`src/sv/spol_pkg.sv`:
```
// ----------------------------------------------------------------------------
// spol_pkg: shared types and constants for segment_to_polar
// Widths, stage payload, case classes and the CORDIC arctangent table.
// ----------------------------------------------------------------------------
package spol_pkg;

    localparam int COORD_W    = 24;
    localparam int DIFF_W     = 25;
    localparam int SQ_W       = 50;
    localparam int ROT_W      = 36;
    localparam int Z_W        = 26;
    localparam int ANGLE_W    = 17;
    localparam int DIST_W     = 25;
    localparam int SQRT_STEPS = 25;
    localparam int TABLE_LEN  = 24;
    localparam int FRAC_SHIFT = 8;

    localparam logic signed [Z_W-1:0]     Z_PI         = 26'sd8388608;
    localparam logic signed [Z_W-1:0]     Z_ROUND      = 26'sd128;
    localparam logic signed [ANGLE_W-1:0] ANG_PI       = 17'sd32768;
    localparam logic signed [ANGLE_W-1:0] ANG_HALF_PI  = 17'sd16384;
    localparam logic signed [ANGLE_W-1:0] ANG_ZERO     = 17'sd0;
    localparam logic [DIST_W-1:0]         DIST_MAX     = 25'd23726566;

    typedef enum logic [1:0] {
        CLS_GENERAL,
        CLS_ZERO,
        CLS_Y_AXIS,
        CLS_X_AXIS
    } spol_cls_t;

    typedef struct packed {
        logic signed [COORD_W-1:0] sx;
        logic signed [COORD_W-1:0] sy;
        logic signed [ROT_W-1:0]   cx;
        logic signed [ROT_W-1:0]   cy;
        logic signed [Z_W-1:0]     cz;
        logic [SQ_W-1:0]           root;
        logic [SQ_W-1:0]           rem;
        spol_cls_t                 cls;
        logic                      neg;
    } spol_stage_t;

    // atan(2^-i) in units of pi / 2^23
    function automatic logic signed [Z_W-1:0] atan_lut(input int unsigned idx);
        logic signed [Z_W-1:0] r;
        case (idx)
            0:       r = 26'sd2097152;
            1:       r = 26'sd1238021;
            2:       r = 26'sd654136;
            3:       r = 26'sd332050;
            4:       r = 26'sd166669;
            5:       r = 26'sd83416;
            6:       r = 26'sd41718;
            7:       r = 26'sd20860;
            8:       r = 26'sd10430;
            9:       r = 26'sd5215;
            10:      r = 26'sd2608;
            11:      r = 26'sd1304;
            12:      r = 26'sd652;
            13:      r = 26'sd326;
            14:      r = 26'sd163;
            15:      r = 26'sd81;
            16:      r = 26'sd41;
            17:      r = 26'sd20;
            18:      r = 26'sd10;
            19:      r = 26'sd5;
            20:      r = 26'sd3;
            21:      r = 26'sd1;
            22:      r = 26'sd1;
            default: r = 26'sd0;
        endcase
        return r;
    endfunction

endpackage

```
`src/sv/spol_finish.sv`:
```
// ----------------------------------------------------------------------------
// spol_finish: output stage of segment_to_polar
// Rounds root and angle, wraps the angle, selects axis cases, holds result.
// ----------------------------------------------------------------------------
module spol_finish (
    input  logic                                 clk,
    input  logic                                 rst_n,
    input  logic                                 adv,
    input  logic                                 in_valid,
    input  spol_pkg::spol_stage_t                in_stage,
    output logic                                 out_valid,
    output logic signed [spol_pkg::COORD_W-1:0]  origin_x,
    output logic signed [spol_pkg::COORD_W-1:0]  origin_y,
    output logic signed [spol_pkg::ANGLE_W-1:0]  angle,
    output logic [spol_pkg::DIST_W-1:0]          distance
);

    localparam int WRAP_W = spol_pkg::ANGLE_W + 2;

    logic                                valid_reg;
    logic signed [spol_pkg::COORD_W-1:0] ox_reg, oy_reg;
    logic signed [spol_pkg::ANGLE_W-1:0] ang_reg, ang_next;
    logic [spol_pkg::DIST_W-1:0]         dist_reg, dist_next;
    logic signed [spol_pkg::Z_W-1:0]     z_rnd;
    logic signed [WRAP_W-1:0]            a_raw, a_wrap;
    logic [spol_pkg::SQ_W-1:0]           root_rnd;

    assign z_rnd = (in_stage.cz + spol_pkg::Z_ROUND) >>> spol_pkg::FRAC_SHIFT;
    assign a_raw = WRAP_W'(z_rnd);

    always_comb
    begin
        if (a_raw > WRAP_W'(spol_pkg::ANG_PI))
        begin
            a_wrap = a_raw - (WRAP_W'(spol_pkg::ANG_PI) <<< 1);
        end
        else if (a_raw <= -WRAP_W'(spol_pkg::ANG_PI))
        begin
            a_wrap = a_raw + (WRAP_W'(spol_pkg::ANG_PI) <<< 1);
        end
        else
        begin
            a_wrap = a_raw;
        end
    end

    always_comb
    begin
        case (in_stage.cls)
            spol_pkg::CLS_ZERO:
            begin
                ang_next = spol_pkg::ANG_ZERO;
            end
            spol_pkg::CLS_Y_AXIS:
            begin
                ang_next = in_stage.neg ? -spol_pkg::ANG_HALF_PI : spol_pkg::ANG_HALF_PI;
            end
            spol_pkg::CLS_X_AXIS:
            begin
                ang_next = in_stage.neg ? spol_pkg::ANG_PI : spol_pkg::ANG_ZERO;
            end
            default:
            begin
                ang_next = spol_pkg::ANGLE_W'(a_wrap);
            end
        endcase
    end

    // round half up on the remainder
    assign root_rnd  = in_stage.root
                     + spol_pkg::SQ_W'(in_stage.rem > in_stage.root);
    assign dist_next = root_rnd[spol_pkg::DIST_W-1:0];

    always_ff @(posedge clk or negedge rst_n)
    begin
        if (!rst_n)
        begin
            valid_reg <= 1'b0;
        end
        else if (adv)
        begin
            valid_reg <= in_valid;
        end
    end

    always_ff @(posedge clk)
    begin
        if (adv)
        begin
            ox_reg   <= in_stage.sx;
            oy_reg   <= in_stage.sy;
            ang_reg  <= ang_next;
            dist_reg <= dist_next;
        end
    end

    assign out_valid = valid_reg;
    assign origin_x  = ox_reg;
    assign origin_y  = oy_reg;
    assign angle     = ang_reg;
    assign distance  = dist_reg;

endmodule
```
`config.mk`:
```
export PLATFORM = sky130hd
export DESIGN_NAME = spol_finish
export DESIGN_NICKNAME = d
export VERILOG_FILES = /design/src/sv/spol_pkg.sv /design/src/sv/spol_finish.sv
export SDC_FILE = /design/constraint.sdc
export NUM_CORES = 1
export LEC_CHECK = 0
export BUFFER_PORTS_ARGS = -buffer_cell sky130_fd_sc_hd__buf_4
export CAP_MARGIN = 5
export CORE_MARGIN = 3
export CORE_UTILIZATION = 30
export CTS_BUF_LIST = sky130_fd_sc_hd__clkbuf_8 sky130_fd_sc_hd__clkbuf_16
export DETAILED_ROUTE_END_ITERATION = 7
export HOLD_SLACK_MARGIN = 0.03
export PLACE_DENSITY = 0.62
export SLEW_MARGIN = 5
export SYNTH_ARGS = -nofsm -noshare
export SYNTH_HDL_FRONTEND = slang
export SYNTH_SLANG_ARGS = --single-unit
```
`constraint.sdc`:
```
create_clock -name clk -period 0.8 [get_ports clk]
set_input_delay 0.12 -clock clk [delete_from_list [all_inputs] [get_ports clk]]
set_output_delay 0.12 -clock clk [all_outputs]
set_load 0.005 [all_outputs]
```
==> impl_metrics.toml <==
[synth]
synth-seq-cells = 91
yosysSeqAreaShare_pct = 52.6
yosys_warnings = 0
yosysUniqueCellTypes = 60
avgSynthCellArea_um2 = 11.7
synthArstFlopShare_pct = 1.10
synthFlopType = "edfxtp_1"
synth_fp_nets = 751
synth_area_mm2 = 0.00518
synthCells = 445
synth_edf_count = 90

[placed_design]
io_buffers = 264
gp_congestion = 0.849
detailedPlace.worstSlack_ps = -2140
hpwl_um = 14000
placed_cells_incl_taps = 1028
placed_area_mm2 = 0.00845

[drt]
drt-initial-drc-count = 161
vias_per_cell = 4.58
drt_first_pass_iters = 4
route.detailed.drc = 0
vias = 5110
antenna_left = 0
finalWirelength_um = 18100
wl_per_cell_um = 16.3

[flow_run]
max_cap_violations = 0

[pwr]
vdd_drop_max_mv = 0.831
p_leak_nw = 4.66
cellPowerDensity_mw_per_mm2 = 1320

[critical_path]
regToRegEndpoint = "out_valid"
start_kind = "primary input"
rr_startpoint = "out_valid"
worstPathMaxFanout = 5
crit_path_end_kind = "register"
arrival_ps = 2410
ff2ff_setup_slack_ps = 10
path_class = "in2reg"
cp.required_ps = 890
reg2reg_depth = 1

[sta]
rsz0062_at_grt = "yes"
max_freq_mhz = 431
setup_violations = 131
relSlewSlack_pct = 78.4
timing_hold_violations_final = 0
layout_min_cycle_time_ps = 2320
min_period_over_period_pct = 290
skew_ps = 0
setup_slack_ps = -1520
worst-slew-pin-transition_ps = 322
maxSlewViolCount = 0

[cells_and_area]
fin_cells = 1115
layout_common_cells = "buf_4, edfxtp_1, buf_6, dlygate4sd3_1, inv_1"
drive_gt1_share_pct = 59.0
fin_nets = 1196
fin_area_mm2 = 0.0103
area_growth_pct = 99.6
insertedDiodeCount = 0
final_common_cell = "buf_4"

[cts]
clock_latency_ps = 330
clock_sinks = 91
cts_root_buf = "clkbuf_16"
cts-buffers-inserted = 9
cts_tree = "built"
h-tree-depth = 3
clkSlewWorstSetupHoldPaths_ps = 70
clock_path_buffers = 2

[floorplanning]
io_pins = 344
fp-row-count = 47
die_area_mm2 = 0.0189
die_w_um = 137
core_mm2 = 0.0168
start_util_pct = 30.9
die_y_um = 137

[min_path]
min_to = "angle[15]"
min_path_type = "in2reg"
worstHoldStart = "in_stage[0]"
hold_depth = 3

[global_routing]
grt-ovfl-total = 0
antenna_found_initial = 0
grtUsageTotal_pct = 17.7
grt_pass1_vias = 5413
grt_max_degree = 30
grt_pass1_wl_um = 26200

[run_status]
status = "finished, violations left"
violations = "negative setup slack"
-- worst max path at each step --
stage / from / to / cells after the start
detailed placement: in_stage[72] / distance[23] / 15
global placement: in_stage[72] / distance[23] / 15
CTS: in_stage[98] / distance[23] / 15
global route: in_stage[57] / distance[19] / 15
floorplan: in_stage[98] / distance[20] / 15
finish: in_stage[57] / distance[23] / 15
-- power breakdown --
part,total (mW),leakage (nW),internal [mW],switching [mW]
Combinational,3.67,3.62,2.25,1.42
Clock,4.18,0.150,2.22,1.96
Sequential,5.82,0.889,5.67,0.150
-- flip-flops by register name, indices dropped and copies added, names as in the netlist --
signal / flops
out_valid: 1
distance: 25
origin_x: 24
origin_y: 24
angle: 17
-- cell usage after synthesis, types with 2 or more instances --
library cell,number,area [um^2]
o21ai_1,2,10.0
a21o_1,7,52.6
edfxtp_1,90,2700
inv_1,58,218
a311oi_1,2,17.5
buf_6,5,56.3
o21a_1,2,15.0
nor2_1,27,101
a31oi_1,3,18.8
nand4_1,11,68.8
and4_1,5,43.8
nor4_1,2,12.5
o2111ai_1,4,35.0
clkbuf_1,2,7.51
xnor2_1,33,289
and3_1,8,50.1
nor2b_1,3,18.8
o21ai_0,11,55.1
nand4_2,2,25.0
a211oi_1,2,15.0
a21oi_1,16,80.1
nand2_1,29,109
nor3_1,9,45.0
xor2_1,6,52.6
ha_1,53,663
nand3_1,16,80.1
nand2b_1,2,12.5
and2_1,3,18.8
-- stage by stage --
step	TNS [ps]	power, mW	utilization (%)	hold WS, ps
5_1_grt	-61470	14.4	61.8	108
4_1_cts	-57910	13.5	58.5	12.2
2_1_floorplan	-42210	6.80	-	-176
3_3_place_gp	-58340	8.76	50.4	-104
6_report	-54570	13.7	61.8	108
3_5_place_dp	-60450	8.85	50.4	-100
-- cell type report --
type                       instances  area [um^2]
fill                            1254         6410
timing repair buffer             443         3830
multi-input combinational        287         2970
sequential                        91         2730
tap                              220          275
inverter                          58          240
clock buffer                       9          225
clock inverter                     7         81.3
-- routing by layer --
layer	global-route usage [%]	part of all wire [%]
met5	0	0
met4	6.04	3.1
met1	17.8	35
met3	5.66	8.9
met2	34.1	53
-- cell families (layout without fill, tap and decap cells) --
kind of cell	count (synthesis)	in the layout	synth area share, %
AO/OA/AOI/OAI	63	63	8.16
adder cells (fa/ha/maj)	53	53	12.8
flip-flops	91	91	52.6
buffers and inverters	67	517	5.67
multiplexers	2	2	0.410
XOR/XNOR	39	39	6.59
AND/OR/NAND/NOR	130	130	13.8
-- worst max-delay path, cell delays in order --
cell,delay [ps]
buf_4,90
inv_1,50
ha_4,260
and4_1,220
o21ai_1,80
a31oi_1,180
o21ai_1,110
a21oi_2,140
o21a_1,180
ha_4,160
and4_4,210
and3_4,180
and2_4,210
nand2b_4,70
xnor2_2,130
-- timing repair --
action / in CTS / in global routing
hold endpoints to repair: 50 / 1
hold buffers: 49 / 1
resized for setup: 97 / 99
pin swaps: 48 / 46
endpoints found under the setup margin: 130 / 132
buffers inserted: 16 / 12
Power figures use the tool's default switching activity.
