--- config.mk ---
export PLATFORM = sky130hd
export DESIGN_NAME = spol_step
export DESIGN_NICKNAME = d
export VERILOG_FILES = /design/src/sv/spol_pkg.sv /design/src/sv/spol_step.sv
export SDC_FILE = /design/constraint.sdc
export NUM_CORES = 1
export LEC_CHECK = 0
export BUFFER_PORTS_ARGS = -buffer_cell sky130_fd_sc_hd__buf_2
export CAP_MARGIN = 40
export CORE_MARGIN = 4
export CORE_UTILIZATION = 30
export DETAILED_ROUTE_END_ITERATION = 16
export PLACE_DENSITY = 0.59
export SETUP_SLACK_MARGIN = 0.1
export SYNTH_ARGS = -nofsm -noshare
export SYNTH_HDL_FRONTEND = slang
export SYNTH_SLANG_ARGS = --single-unit
--- constraint.sdc ---
create_clock -name clk -period 0.9 [get_ports clk]
set_clock_uncertainty 0.1 [all_clocks]
set_input_delay 0.27 -clock clk [delete_from_list [all_inputs] [get_ports clk]]
set_output_delay 0.27 -clock clk [all_outputs]
set_load 0.01 [all_outputs]
--- src/sv/spol_pkg.sv ---
// ----------------------------------------------------------------------------
// spol_pkg: shared types and constants for segment_to_polar
// Widths, stage payload, case classes and the CORDIC arctangent table.
// ----------------------------------------------------------------------------
package spol_pkg;

    localparam int COORD_W    = 24;
    localparam int DIFF_W     = 25;
    localparam int SQ_W       = 50;
    localparam int ROT_W      = 36;
    localparam int Z_W        = 26;
    localparam int ANGLE_W    = 17;
    localparam int DIST_W     = 25;
    localparam int SQRT_STEPS = 25;
    localparam int TABLE_LEN  = 24;
    localparam int FRAC_SHIFT = 8;

    localparam logic signed [Z_W-1:0]     Z_PI         = 26'sd8388608;
    localparam logic signed [Z_W-1:0]     Z_ROUND      = 26'sd128;
    localparam logic signed [ANGLE_W-1:0] ANG_PI       = 17'sd32768;
    localparam logic signed [ANGLE_W-1:0] ANG_HALF_PI  = 17'sd16384;
    localparam logic signed [ANGLE_W-1:0] ANG_ZERO     = 17'sd0;
    localparam logic [DIST_W-1:0]         DIST_MAX     = 25'd23726566;

    typedef enum logic [1:0] {
        CLS_GENERAL,
        CLS_ZERO,
        CLS_Y_AXIS,
        CLS_X_AXIS
    } spol_cls_t;

    typedef struct packed {
        logic signed [COORD_W-1:0] sx;
        logic signed [COORD_W-1:0] sy;
        logic signed [ROT_W-1:0]   cx;
        logic signed [ROT_W-1:0]   cy;
        logic signed [Z_W-1:0]     cz;
        logic [SQ_W-1:0]           root;
        logic [SQ_W-1:0]           rem;
        spol_cls_t                 cls;
        logic                      neg;
    } spol_stage_t;

    // atan(2^-i) in units of pi / 2^23
    function automatic logic signed [Z_W-1:0] atan_lut(input int unsigned idx);
        logic signed [Z_W-1:0] r;
        case (idx)
            0:       r = 26'sd2097152;
            1:       r = 26'sd1238021;
            2:       r = 26'sd654136;
            3:       r = 26'sd332050;
            4:       r = 26'sd166669;
            5:       r = 26'sd83416;
            6:       r = 26'sd41718;
            7:       r = 26'sd20860;
            8:       r = 26'sd10430;
            9:       r = 26'sd5215;
            10:      r = 26'sd2608;
            11:      r = 26'sd1304;
            12:      r = 26'sd652;
            13:      r = 26'sd326;
            14:      r = 26'sd163;
            15:      r = 26'sd81;
            16:      r = 26'sd41;
            17:      r = 26'sd20;
            18:      r = 26'sd10;
            19:      r = 26'sd5;
            20:      r = 26'sd3;
            21:      r = 26'sd1;
            22:      r = 26'sd1;
            default: r = 26'sd0;
        endcase
        return r;
    endfunction

endpackage

--- src/sv/spol_step.sv ---
// ----------------------------------------------------------------------------
// spol_step: one pipeline stage of square root and CORDIC vectoring
// Resolves one root bit and, when enabled, performs one micro-rotation.
// ----------------------------------------------------------------------------
module spol_step #(
    parameter int STEP   = 0,
    parameter bit ROTATE = 1'b1
) (
    input  logic                  clk,
    input  logic                  rst_n,
    input  logic                  adv,
    input  logic                  in_valid,
    input  spol_pkg::spol_stage_t in_stage,
    output logic                  out_valid,
    output spol_pkg::spol_stage_t out_stage
);

    localparam int BIT_POS = 2 * (spol_pkg::SQRT_STEPS - 1 - STEP);
    localparam logic [spol_pkg::SQ_W-1:0] SQ_BIT =
        {{(spol_pkg::SQ_W-1){1'b0}}, 1'b1} << BIT_POS;
    localparam logic signed [spol_pkg::Z_W-1:0] ATAN =
        spol_pkg::atan_lut(STEP);

    spol_pkg::spol_stage_t             stage_reg, stage_next;
    logic                              valid_reg;
    logic [spol_pkg::SQ_W-1:0]         trial;
    logic signed [spol_pkg::ROT_W-1:0] xs, ys;

    assign trial = in_stage.root + SQ_BIT;
    assign xs    = in_stage.cx >>> STEP;
    assign ys    = in_stage.cy >>> STEP;

    always_comb
    begin
        stage_next = in_stage;
        if (in_stage.rem >= trial)
        begin
            stage_next.rem  = in_stage.rem - trial;
            stage_next.root = (in_stage.root >> 1) + SQ_BIT;
        end
        else
        begin
            stage_next.root = in_stage.root >> 1;
        end
        if (ROTATE)
        begin
            if (in_stage.cy > 0)
            begin
                stage_next.cx = in_stage.cx + ys;
                stage_next.cy = in_stage.cy - xs;
                stage_next.cz = in_stage.cz + ATAN;
            end
            else
            begin
                stage_next.cx = in_stage.cx - ys;
                stage_next.cy = in_stage.cy + xs;
                stage_next.cz = in_stage.cz - ATAN;
            end
        end
    end

    always_ff @(posedge clk or negedge rst_n)
    begin
        if (!rst_n)
        begin
            valid_reg <= 1'b0;
        end
        else if (adv)
        begin
            valid_reg <= in_valid;
        end
    end

    always_ff @(posedge clk)
    begin
        if (adv)
        begin
            stage_reg <= stage_next;
        end
    end

    assign out_valid = valid_reg;
    assign out_stage = stage_reg;

endmodule

==> results.py <==
metrics = {
    "status": {
        "status": "finished with violations",
        "violations": "hold timing, setup timing",
    },
    "routing": {
        "first_iter_violations": 827,
        "vias": 18016,
        "drc_errors": 0,
        "postRouteAntennaNets": 0,
        "vias_per_cell": 4.79,
        "first_pass_iters": 5,
        "wl_per_cell_um": 18.9,
        "drt_wl_total_um": 71100,
    },
    "worst_setup_path": {
        "crit_fanout": 17,
        "critPathCaptureType": "flip-flop",
        "cp.arrival_ns": 3.78,
        "start_kind": "input pin",
        "worstPathRequired_ns": 1.12,
        "crit_type": "input pin to flip-flop",
        "rr_worst_depth": 1,
    },
    "logic_synthesis": {
        "yosys.area_share.simple_pct": 9.91,
        "yosysTopAreaCell": "edfxtp_1",
        "synth_top_area_share_pct": 44.0,
        "synth.area.mux_share_pct": 1.99,
        "synth_area_um2": 16900,
        "yosysSeqAreaShare_pct": 44.1,
        "synth_warnings": 0,
        "ys_types": 70,
        "synth-seq-cells": 249,
        "synth_cells": 1702,
        "ys_top_cells_by_area": "edfxtp_1 44%, ha_1 12%, a21oi_1 6.2%",
        "async_flop_share_pct": 0.402,
        "synth_top_family_by_area": "compound AO/OA/AOI/OAI gates",
        "syn_avg_cell_area_um2": 9.94,
        "ys_dominant_reg_cell": "edfxtp_1",
        "synth_adder_area_share_pct": 12.6,
        "synth-compound-area-share_pct": 19.4,
        "synth_edf_count": 248,
        "synthXorXnorAreaFrac_pct": 6.36,
        "synth_nets": 2122,
    },
    "sta": {
        "final_max_slew_viol_count": 0,
        "setup_tns_ns": -387.41,
        "fin_crit_ns": 3.56,
        "finalSetupViolCount": 376,
        "holdWs_ns": -0.0759,
        "slew_headroom_pct": 67.0,
        "max_freq_ghz": 0.281,
        "min_period_over_period_pct": 395,
        "rsz0062_at_grt": "yes",
        "final_hold_viol_count": 39,
        "final.setup.worst_slack_ns": -2.66,
        "worstMarginPinSlew_ns": 0.483,
    },
    "clock_tree": {
        "hold_buffers": 121,
        "cts_sinks": 249,
        "clockBufferDepth": 3,
        "htreeDepth": 1,
        "cts_buffers": 30,
        "clkSlewWorstSetupHoldPaths_ns": 0.06,
        "clock_latency_ns": 0.56,
        "cts_tree": "yes",
        "clockRootBuffer": "clkbuf_16",
    },
    "die": {
        "num_rows": 86,
        "die_x_um": 246,
        "initial_core_util_pct": 30.5,
        "die-height_um": 246,
        "core_um2": 55500,
        "dieArea_um2": 60300,
        "ioPinCount": 503,
    },
    "place": {
        "place_congestion": 0.906,
        "dp.cells": 3478,
        "post-dp-hpwl_um": 54900,
        "io_buffer_count": 502,
    },
    "finish": {
        "fillCellCount": 4837,
        "most-common-layout-cells": "572 x buf_4, 464 x buf_2, 248 x edfxtp_1",
        "finalNetCount": 3402,
        "mostFrequentLayoutCell": "buf_4",
        "drive_gt1_share_pct": 51.9,
        "final_cells": 3763,
        "syn2layout_area_growth_pct": 80.4,
        "final_util_pct": 55.0,
    },
    "pwr": {
        "power.switching_uw": 14500,
        "p_per_area_nw_per_um2": 1480,
        "clockPowerShare_pct": 26.8,
        "comb_power_share_pct": 39.7,
        "swShare_pct": 32.1,
        "ir_drop_uv": 985,
        "internal_power_uw": 30600,
        "p_leak_uw": 0.0141,
        "seq_power_share_pct": 33.5,
    },
    "flow_run": {
        "max_cap_viol_count": 0,
    },
    "min_path": {
        "hold_path_depth": 2,
        "timing.hold.worst.class": "input pin to flip-flop",
    },
    "global_routing": {
        "grt_remaining_overflow": 0,
        "antenna_found_initial": 19,
        "grt_pass1_wl_um": 105000,
        "first_global_vias": 19186,
        "grt_max_degree": 31,
        "grt_usage_pct": 22.1,
    },
}
==> power groups by stage <==
stage	Combinational [uW]	Clock (uW)	Sequential, uW
4_1_cts	16800	12500	15100
2_1_floorplan	6320	0	16000
3_3_place_gp	14400	0	15300
6_report	17900	12100	15100
5_1_grt	19100	13000	15200
3_5_place_dp	14500	0	15300
==> area by class of cell <==
| class | instances | area, um2 | share of cell area (%) |
|---|---|---|---|
| clock inverter | 23 | 200 | 0.655 |
| multi-input combinational | 1212 | 10400 | 34.0 |
| tap | 748 | 936 | 3.06 |
| clock buffer | 33 | 783 | 2.56 |
| timing repair buffer | 1315 | 9990 | 32.7 |
| antenna | 9 | 22.5 | 0.0737 |
| inverter | 174 | 743 | 2.43 |
| sequential | 249 | 7470 | 24.5 |
==> sequential cells by signal (all words and copies together) (netlist names) <==
register	count
out_valid	1
out_stage	248
==> worst paths after layout <==
path | end | slack (ns) | start
min in group asynchronous | out_valid | 0.47 | rst_n
hold / removal | out_stage[48] | -0.08 | in_stage[48]
hold reg to reg | out_valid | 0.44 | out_valid
setup reg to reg | out_valid | 0.04 | out_valid
setup / recovery | out_stage[40] | -2.66 | in_stage[3]
max in group asynchronous | out_valid | 0.12 | rst_n
==> routing by layer <==
metal  vias up  global-route usage (%)  wire [um]
met5         -                       0        115
met4        18                    9.44       3300
met3       179                    4.90       4780
met2       579                    41.4      37000
met1      8519                    23.8      26000
li1       8721                       -          -
==> worst max-delay path, stage by stage <==
cell and delay (ns):
buf_12 0.11, inv_12 0.04, ha_4 0.12, inv_2 0.03, fa_2 0.34, a21o_1 0.21
a221oi_4 0.30, o21a_2 0.20, a2bb2oi_4 0.07, a221oi_2 0.27, o2111a_2 0.28, nor2_4 0.05
or4b_4 0.49, a221o_4 0.47, buf_12 0.20, mux2_4 0.31
==> synth_stat cells, types with 26 or more instances <==
master	n
xor2_1	26
nand2_1	88
nor2_1	144
inv_1	168
edfxtp_1	248
a21o_1	62
xnor2_1	97
clkbuf_1	54
o21bai_1	31
ha_1	162
o21ai_0	100
a21oi_1	210
==> logic make-up (layout without fill, tap and decap cells) <==
logic type,Yosys count,count (layout)
adders and majority gates,167,167
buffers and inverters,241,1545
AOI/OAI and AO/OA,530,530
muxes,26,26
and+or+nand+nor,366,366
xor gates and xnor gates,123,123
other,0,9
DFF,249,249
==> what timing repair did <==
action,in CTS,in global routing
setup buffers,67,53
resized for setup,277,208
endpoints found under the setup margin,377,384
pin swaps,120,135
cloned,5,4
hold endpoints to repair,182,42
==> metrics by stage <==
step | area (um2) | power [uW] | setup WS [ns]
after floorplan | 17800 | 22300 | -2.91
after global placement | 25300 | 29700 | -3.26
after detailed placement | 25300 | 29800 | -3.34
after CTS | 29400 | 44400 | -2.58
after global routing | 30500 | 47400 | -2.71
final | 30500 | 45100 | -2.66
No activity file was read; power rests on OpenSTA's default activity.
