===== config.mk =====
export PLATFORM = sky130hd
export DESIGN_NAME = spol_prep
export DESIGN_NICKNAME = d
export VERILOG_FILES = /design/src/sv/spol_pkg.sv /design/src/sv/spol_prep.sv
export SDC_FILE = /design/constraint.sdc
export NUM_CORES = 2
export LEC_CHECK = 0
export BUFFER_PORTS_ARGS = -buffer_cell sky130_fd_sc_hd__clkbuf_2
export CORE_MARGIN = 5
export CORE_UTILIZATION = 55
export DETAILED_ROUTE_END_ITERATION = 12
export PLACE_DENSITY_LB_ADDON = 0.15
export REMOVE_ABC_BUFFERS = 1
export SETUP_SLACK_MARGIN = 0.5
export SKIP_CTS_REPAIR_TIMING = 1
export SYNTH_ARGS = -nofsm -noshare
export SYNTH_HDL_FRONTEND = slang
export SYNTH_SLANG_ARGS = --single-unit
export TNS_END_PERCENT = 10

===== constraint.sdc =====
create_clock -name clk -period 7.08 [get_ports clk]
set_input_delay 1.77 -clock clk [delete_from_list [all_inputs] [get_ports clk]]
set_output_delay 1.77 -clock clk [all_outputs]
set_load 0.01 [all_outputs]

===== src/sv/spol_pkg.sv =====
// ----------------------------------------------------------------------------
// spol_pkg: shared types and constants for segment_to_polar
// Widths, stage payload, case classes and the CORDIC arctangent table.
// ----------------------------------------------------------------------------
package spol_pkg;

    localparam int COORD_W    = 24;
    localparam int DIFF_W     = 25;
    localparam int SQ_W       = 50;
    localparam int ROT_W      = 36;
    localparam int Z_W        = 26;
    localparam int ANGLE_W    = 17;
    localparam int DIST_W     = 25;
    localparam int SQRT_STEPS = 25;
    localparam int TABLE_LEN  = 24;
    localparam int FRAC_SHIFT = 8;

    localparam logic signed [Z_W-1:0]     Z_PI         = 26'sd8388608;
    localparam logic signed [Z_W-1:0]     Z_ROUND      = 26'sd128;
    localparam logic signed [ANGLE_W-1:0] ANG_PI       = 17'sd32768;
    localparam logic signed [ANGLE_W-1:0] ANG_HALF_PI  = 17'sd16384;
    localparam logic signed [ANGLE_W-1:0] ANG_ZERO     = 17'sd0;
    localparam logic [DIST_W-1:0]         DIST_MAX     = 25'd23726566;

    typedef enum logic [1:0] {
        CLS_GENERAL,
        CLS_ZERO,
        CLS_Y_AXIS,
        CLS_X_AXIS
    } spol_cls_t;

    typedef struct packed {
        logic signed [COORD_W-1:0] sx;
        logic signed [COORD_W-1:0] sy;
        logic signed [ROT_W-1:0]   cx;
        logic signed [ROT_W-1:0]   cy;
        logic signed [Z_W-1:0]     cz;
        logic [SQ_W-1:0]           root;
        logic [SQ_W-1:0]           rem;
        spol_cls_t                 cls;
        logic                      neg;
    } spol_stage_t;

    // atan(2^-i) in units of pi / 2^23
    function automatic logic signed [Z_W-1:0] atan_lut(input int unsigned idx);
        logic signed [Z_W-1:0] r;
        case (idx)
            0:       r = 26'sd2097152;
            1:       r = 26'sd1238021;
            2:       r = 26'sd654136;
            3:       r = 26'sd332050;
            4:       r = 26'sd166669;
            5:       r = 26'sd83416;
            6:       r = 26'sd41718;
            7:       r = 26'sd20860;
            8:       r = 26'sd10430;
            9:       r = 26'sd5215;
            10:      r = 26'sd2608;
            11:      r = 26'sd1304;
            12:      r = 26'sd652;
            13:      r = 26'sd326;
            14:      r = 26'sd163;
            15:      r = 26'sd81;
            16:      r = 26'sd41;
            17:      r = 26'sd20;
            18:      r = 26'sd10;
            19:      r = 26'sd5;
            20:      r = 26'sd3;
            21:      r = 26'sd1;
            22:      r = 26'sd1;
            default: r = 26'sd0;
        endcase
        return r;
    endfunction

endpackage


===== src/sv/spol_prep.sv =====
// ----------------------------------------------------------------------------
// spol_prep: front end of the segment_to_polar pipeline
// Three stages: difference vector, squares and CORDIC setup, sum of squares.
// ----------------------------------------------------------------------------
module spol_prep (
    input  logic                                   clk,
    input  logic                                   rst_n,
    input  logic                                   adv,
    input  logic                                   in_valid,
    input  logic signed [spol_pkg::COORD_W-1:0]    start_x,
    input  logic signed [spol_pkg::COORD_W-1:0]    start_y,
    input  logic signed [spol_pkg::COORD_W-1:0]    end_x,
    input  logic signed [spol_pkg::COORD_W-1:0]    end_y,
    output logic                                   out_valid,
    output spol_pkg::spol_stage_t                  out_stage
);

    logic signed [spol_pkg::COORD_W-1:0] a_sx_reg, a_sy_reg;
    logic signed [spol_pkg::DIFF_W-1:0]  a_dx_reg, a_dy_reg;
    logic signed [spol_pkg::DIFF_W-1:0]  a_dx_next, a_dy_next;
    logic                                a_valid_reg;

    logic signed [spol_pkg::SQ_W-1:0]    b_sqx_reg, b_sqy_reg;
    logic signed [spol_pkg::SQ_W-1:0]    b_sqx_next, b_sqy_next;
    spol_pkg::spol_stage_t               b_stage_reg, b_stage_next;
    logic                                b_valid_reg;

    spol_pkg::spol_stage_t               c_stage_reg, c_stage_next;
    logic                                c_valid_reg;

    logic signed [spol_pkg::ROT_W-1:0]   dx_sh, dy_sh;
    logic                                dx_neg;

    assign a_dx_next = spol_pkg::DIFF_W'(end_x) - spol_pkg::DIFF_W'(start_x);
    assign a_dy_next = spol_pkg::DIFF_W'(end_y) - spol_pkg::DIFF_W'(start_y);

    assign b_sqx_next = a_dx_reg * a_dx_reg;
    assign b_sqy_next = a_dy_reg * a_dy_reg;
    assign dx_sh      = spol_pkg::ROT_W'(a_dx_reg) <<< spol_pkg::FRAC_SHIFT;
    assign dy_sh      = spol_pkg::ROT_W'(a_dy_reg) <<< spol_pkg::FRAC_SHIFT;
    assign dx_neg     = a_dx_reg < 0;

    always_comb
    begin
        b_stage_next      = '0;
        b_stage_next.sx   = a_sx_reg;
        b_stage_next.sy   = a_sy_reg;
        // rotate left half-plane vectors by pi
        b_stage_next.cx   = dx_neg ? -dx_sh : dx_sh;
        b_stage_next.cy   = dx_neg ? -dy_sh : dy_sh;
        if (!dx_neg)
        begin
            b_stage_next.cz = '0;
        end
        else if (a_dy_reg > 0)
        begin
            b_stage_next.cz = spol_pkg::Z_PI;
        end
        else
        begin
            b_stage_next.cz = -spol_pkg::Z_PI;
        end
        if (a_dx_reg == 0 && a_dy_reg == 0)
        begin
            b_stage_next.cls = spol_pkg::CLS_ZERO;
            b_stage_next.neg = 1'b0;
        end
        else if (a_dx_reg == 0)
        begin
            b_stage_next.cls = spol_pkg::CLS_Y_AXIS;
            b_stage_next.neg = a_dy_reg < 0;
        end
        else if (a_dy_reg == 0)
        begin
            b_stage_next.cls = spol_pkg::CLS_X_AXIS;
            b_stage_next.neg = dx_neg;
        end
        else
        begin
            b_stage_next.cls = spol_pkg::CLS_GENERAL;
            b_stage_next.neg = 1'b0;
        end
    end

    always_comb
    begin
        c_stage_next      = b_stage_reg;
        c_stage_next.rem  = unsigned'(b_sqx_reg) + unsigned'(b_sqy_reg);
        c_stage_next.root = '0;
    end

    always_ff @(posedge clk or negedge rst_n)
    begin
        if (!rst_n)
        begin
            a_valid_reg <= 1'b0;
            b_valid_reg <= 1'b0;
            c_valid_reg <= 1'b0;
        end
        else if (adv)
        begin
            a_valid_reg <= in_valid;
            b_valid_reg <= a_valid_reg;
            c_valid_reg <= b_valid_reg;
        end
    end

    always_ff @(posedge clk)
    begin
        if (adv)
        begin
            a_sx_reg    <= start_x;
            a_sy_reg    <= start_y;
            a_dx_reg    <= a_dx_next;
            a_dy_reg    <= a_dy_next;
            b_sqx_reg   <= b_sqx_next;
            b_sqy_reg   <= b_sqy_next;
            b_stage_reg <= b_stage_next;
            c_stage_reg <= c_stage_next;
        end
    end

    assign out_valid = c_valid_reg;
    assign out_stage = c_stage_reg;

endmodule


==> flow_summary.toml <==
[status]
status = "finished, violations left"
violations = "negative setup slack"

[logic_synthesis]
synth_edf_count = 462
synth_compound_area_share_pct = 5.93
synth.area.top_cells = "fa_1 40%, edfxtp_1 23%, inv_1 9.0%"
ys.flop_type = "edfxtp_1"
synth_top_cell_area_share_pct = 39.7
synthAdderAreaFrac_pct = 48.0
synth_seq_area_share_pct = 22.7
synth.area.mux_share_pct = 0.141
synthArstFlopShare_pct = 0.645
synth_top_family_by_area = "adder cells"
ys_warn_count = 0
synth_area_per_cell_um2 = 10.7
yosys.area.top_type = "fa_1"
netlist_area_um2 = 61400
ys_types = 77
ys_seq_elements = 465
synth_most_common_cell = "inv_1"
synth_common_cells = "1471 x inv_1, 1217 x fa_1, 462 x edfxtp_1"
synth_xor_area_share_pct = 3.72
synth_cells = 5737
synth_simple_gate_area_share_pct = 8.33

[drt]
ant_nets = 0
via_count = 42100
postRouteWirelength_mm = 151
drt_first_pass_iters = 5
via_per_inst = 5.15
drc = 0
drt_iter0_markers = 2312
wl_per_cell_um = 18.4

[finish]
fin_nets = 8357
fillerInstances = 8881
largest_reg_flops = 159
register_area_um2 = 13900
synthToLayoutAreaGrowth_pct = 18.4
multi_input_comb_area_um2 = 41900
layout-drive-gt1-share_pct = 19.7
layout.cells.non_filler = 8169

[setup_path]
rr_worst_depth = 29
cp-start-kind = "flop"
crit_arrival_ps = 7760
cp-end-kind = "flop"
worstPathRequired_ps = 7540
crit_path_max_incr_delay_ps = 550
crit_top_cell = "fa_1"
cp_slowest_cell = "fa_2"
crit_type = "flop to flop"
cp_max_fo = 5

[sta]
setup_ws_ps = -220
fin_crit_sh_pct = 103
fmax_ghz = 0.137
slew_viol_final = 0
slew_headroom_pct = 29.2
finalSetupViolations = 12
hold_violations = 0
fin_skew_ps = 72.1
rsz0062_at_grt = "yes"
min_period_ps = 7300
worst_pin_slew_ps = 1060
fin_tns_setup_ps = -1350

[hold_path]
holdPathStages = 0
hold_class = "flop to flop"

[clock_network]
htreeDepth = 2
cts_made_buffers = 55
insertion_delay_ps = 720
path_clk_slew_ps = 60
clock_path_buffers = 3
clock_sinks = 465
root_buffer = "clkbuf_16"
cts_tree = "done"

[floorplanning]
rows = 122
dieArea_um2 = 118000
fp.coreArea_um2 = 111000
die-height_um = 344
ios = 350
die_x_um = 344
start_util_pct = 55.4

[global_routing]
overflow = 0
track_usage_pct = 26.3
grt_max_degree = 136
grt_pass1_vias = 46200
grt_pass1_wl_mm = 241
antenna_found_initial = 7

[placed_design]
hpwlAfterDp_mm = 127
gp_congestion = 0.945
numPlacedInstances = 8018
port_buffers = 260
dp_slack_ps = -729

[job]
max-cap-violations = 0
worst max-delay path: cells and delay by family, from the launching register on:
family | cells | cell delay, ps
AO/OA/AOI/OAI | 8 | 1370
XOR/XNOR | 1 | 120
adder cells (fa/ha/maj) | 8 | 3880
buffers and inverters | 9 | 1040
flip-flops | 1 | 420
AND/OR/NAND/NOR | 3 | 200
layout by cell type, fill, tap and decap left out, types with 19 or more instances in the layout:
cell,Yosys,layout
ha_1,406,380
ha_4,0,25
buf_4,90,674
a21oi_2,0,31
inv_2,1,21
a31oi_1,25,19
nor3_1,25,24
clkbuf_2,0,259
nand2_1,446,432
and3_1,20,19
inv_1,1471,1451
xor2_1,62,61
a21o_1,105,105
buf_6,0,34
o21ai_0,111,95
nor2_1,180,168
a21oi_1,176,139
xnor2_1,199,198
o21a_1,28,28
nand2b_1,30,30
buf_12,0,28
edfxtp_1,462,462
nand3_1,38,35
fa_2,0,27
fa_1,1217,1190
nand4_1,25,25
conb_1,1,92
and2_1,208,194
clkbuf_16,0,57
nor2b_1,41,41
final timing paths:
path                                  start             end  slack (ps)
min in group asynchronous             rst_n     b_valid_reg         910
setup / recovery                a_dy_reg[3]   b_sqy_reg[49]        -220
hold / removal             b_stage_reg[210]  out_stage[210]         390
hold reg to reg            b_stage_reg[210]  out_stage[210]         390
setup reg to reg                a_dy_reg[3]   b_sqy_reg[49]        -220
max in group asynchronous             rst_n       out_valid        6060
per-layer routing:
| metal | track usage [%] | vias up | part of all wire (%) |
|---|---|---|---|
| li1 | - | 19200 | - |
| met1 | 34.7 | 21500 | 40 |
| met2 | 45.5 | 1102 | 50 |
| met3 | 3.98 | 284 | 6.3 |
| met4 | 7.70 | 0 | 3.1 |
| met5 | 0 | - | 0 |
stage by stage:
step                      utilization (%)  area, um^2  hold WS [ps]
final                                65.5       72600           388
after global routing                 65.5       72600           387
after CTS                            64.0       71000           390
after detailed placement             62.3       69100           405
after global placement               62.3       69100           401
after floorplan                         -       60400           400
cell families after synthesis:
| logic type | count (synthesis) |
|---|---|
| simple gates | 1073 |
| other cells | 1 |
| fa+ha+maj | 1623 |
| buf+inv | 1734 |
| flops | 465 |
| xor+xnor | 261 |
| mux | 8 |
| compound gates | 572 |
final cells by class:
| cell class | count | area share, % |
|---|---|---|
| Clock buffer | 63 | 1.94 |
| Antenna cell | 2 | 0.00689 |
| Tap cell | 1488 | 2.56 |
| Multi-Input combinational cell | 3629 | 57.7 |
| Inverter | 1480 | 7.67 |
| Sequential cell | 465 | 19.2 |
| Timing Repair Buffer | 1003 | 10.2 |
| Clock inverter | 39 | 0.646 |
Power is left out: the tool's default activity adds up to more than one toggle a clock period on the data nets, which glitch-free logic cannot reach.
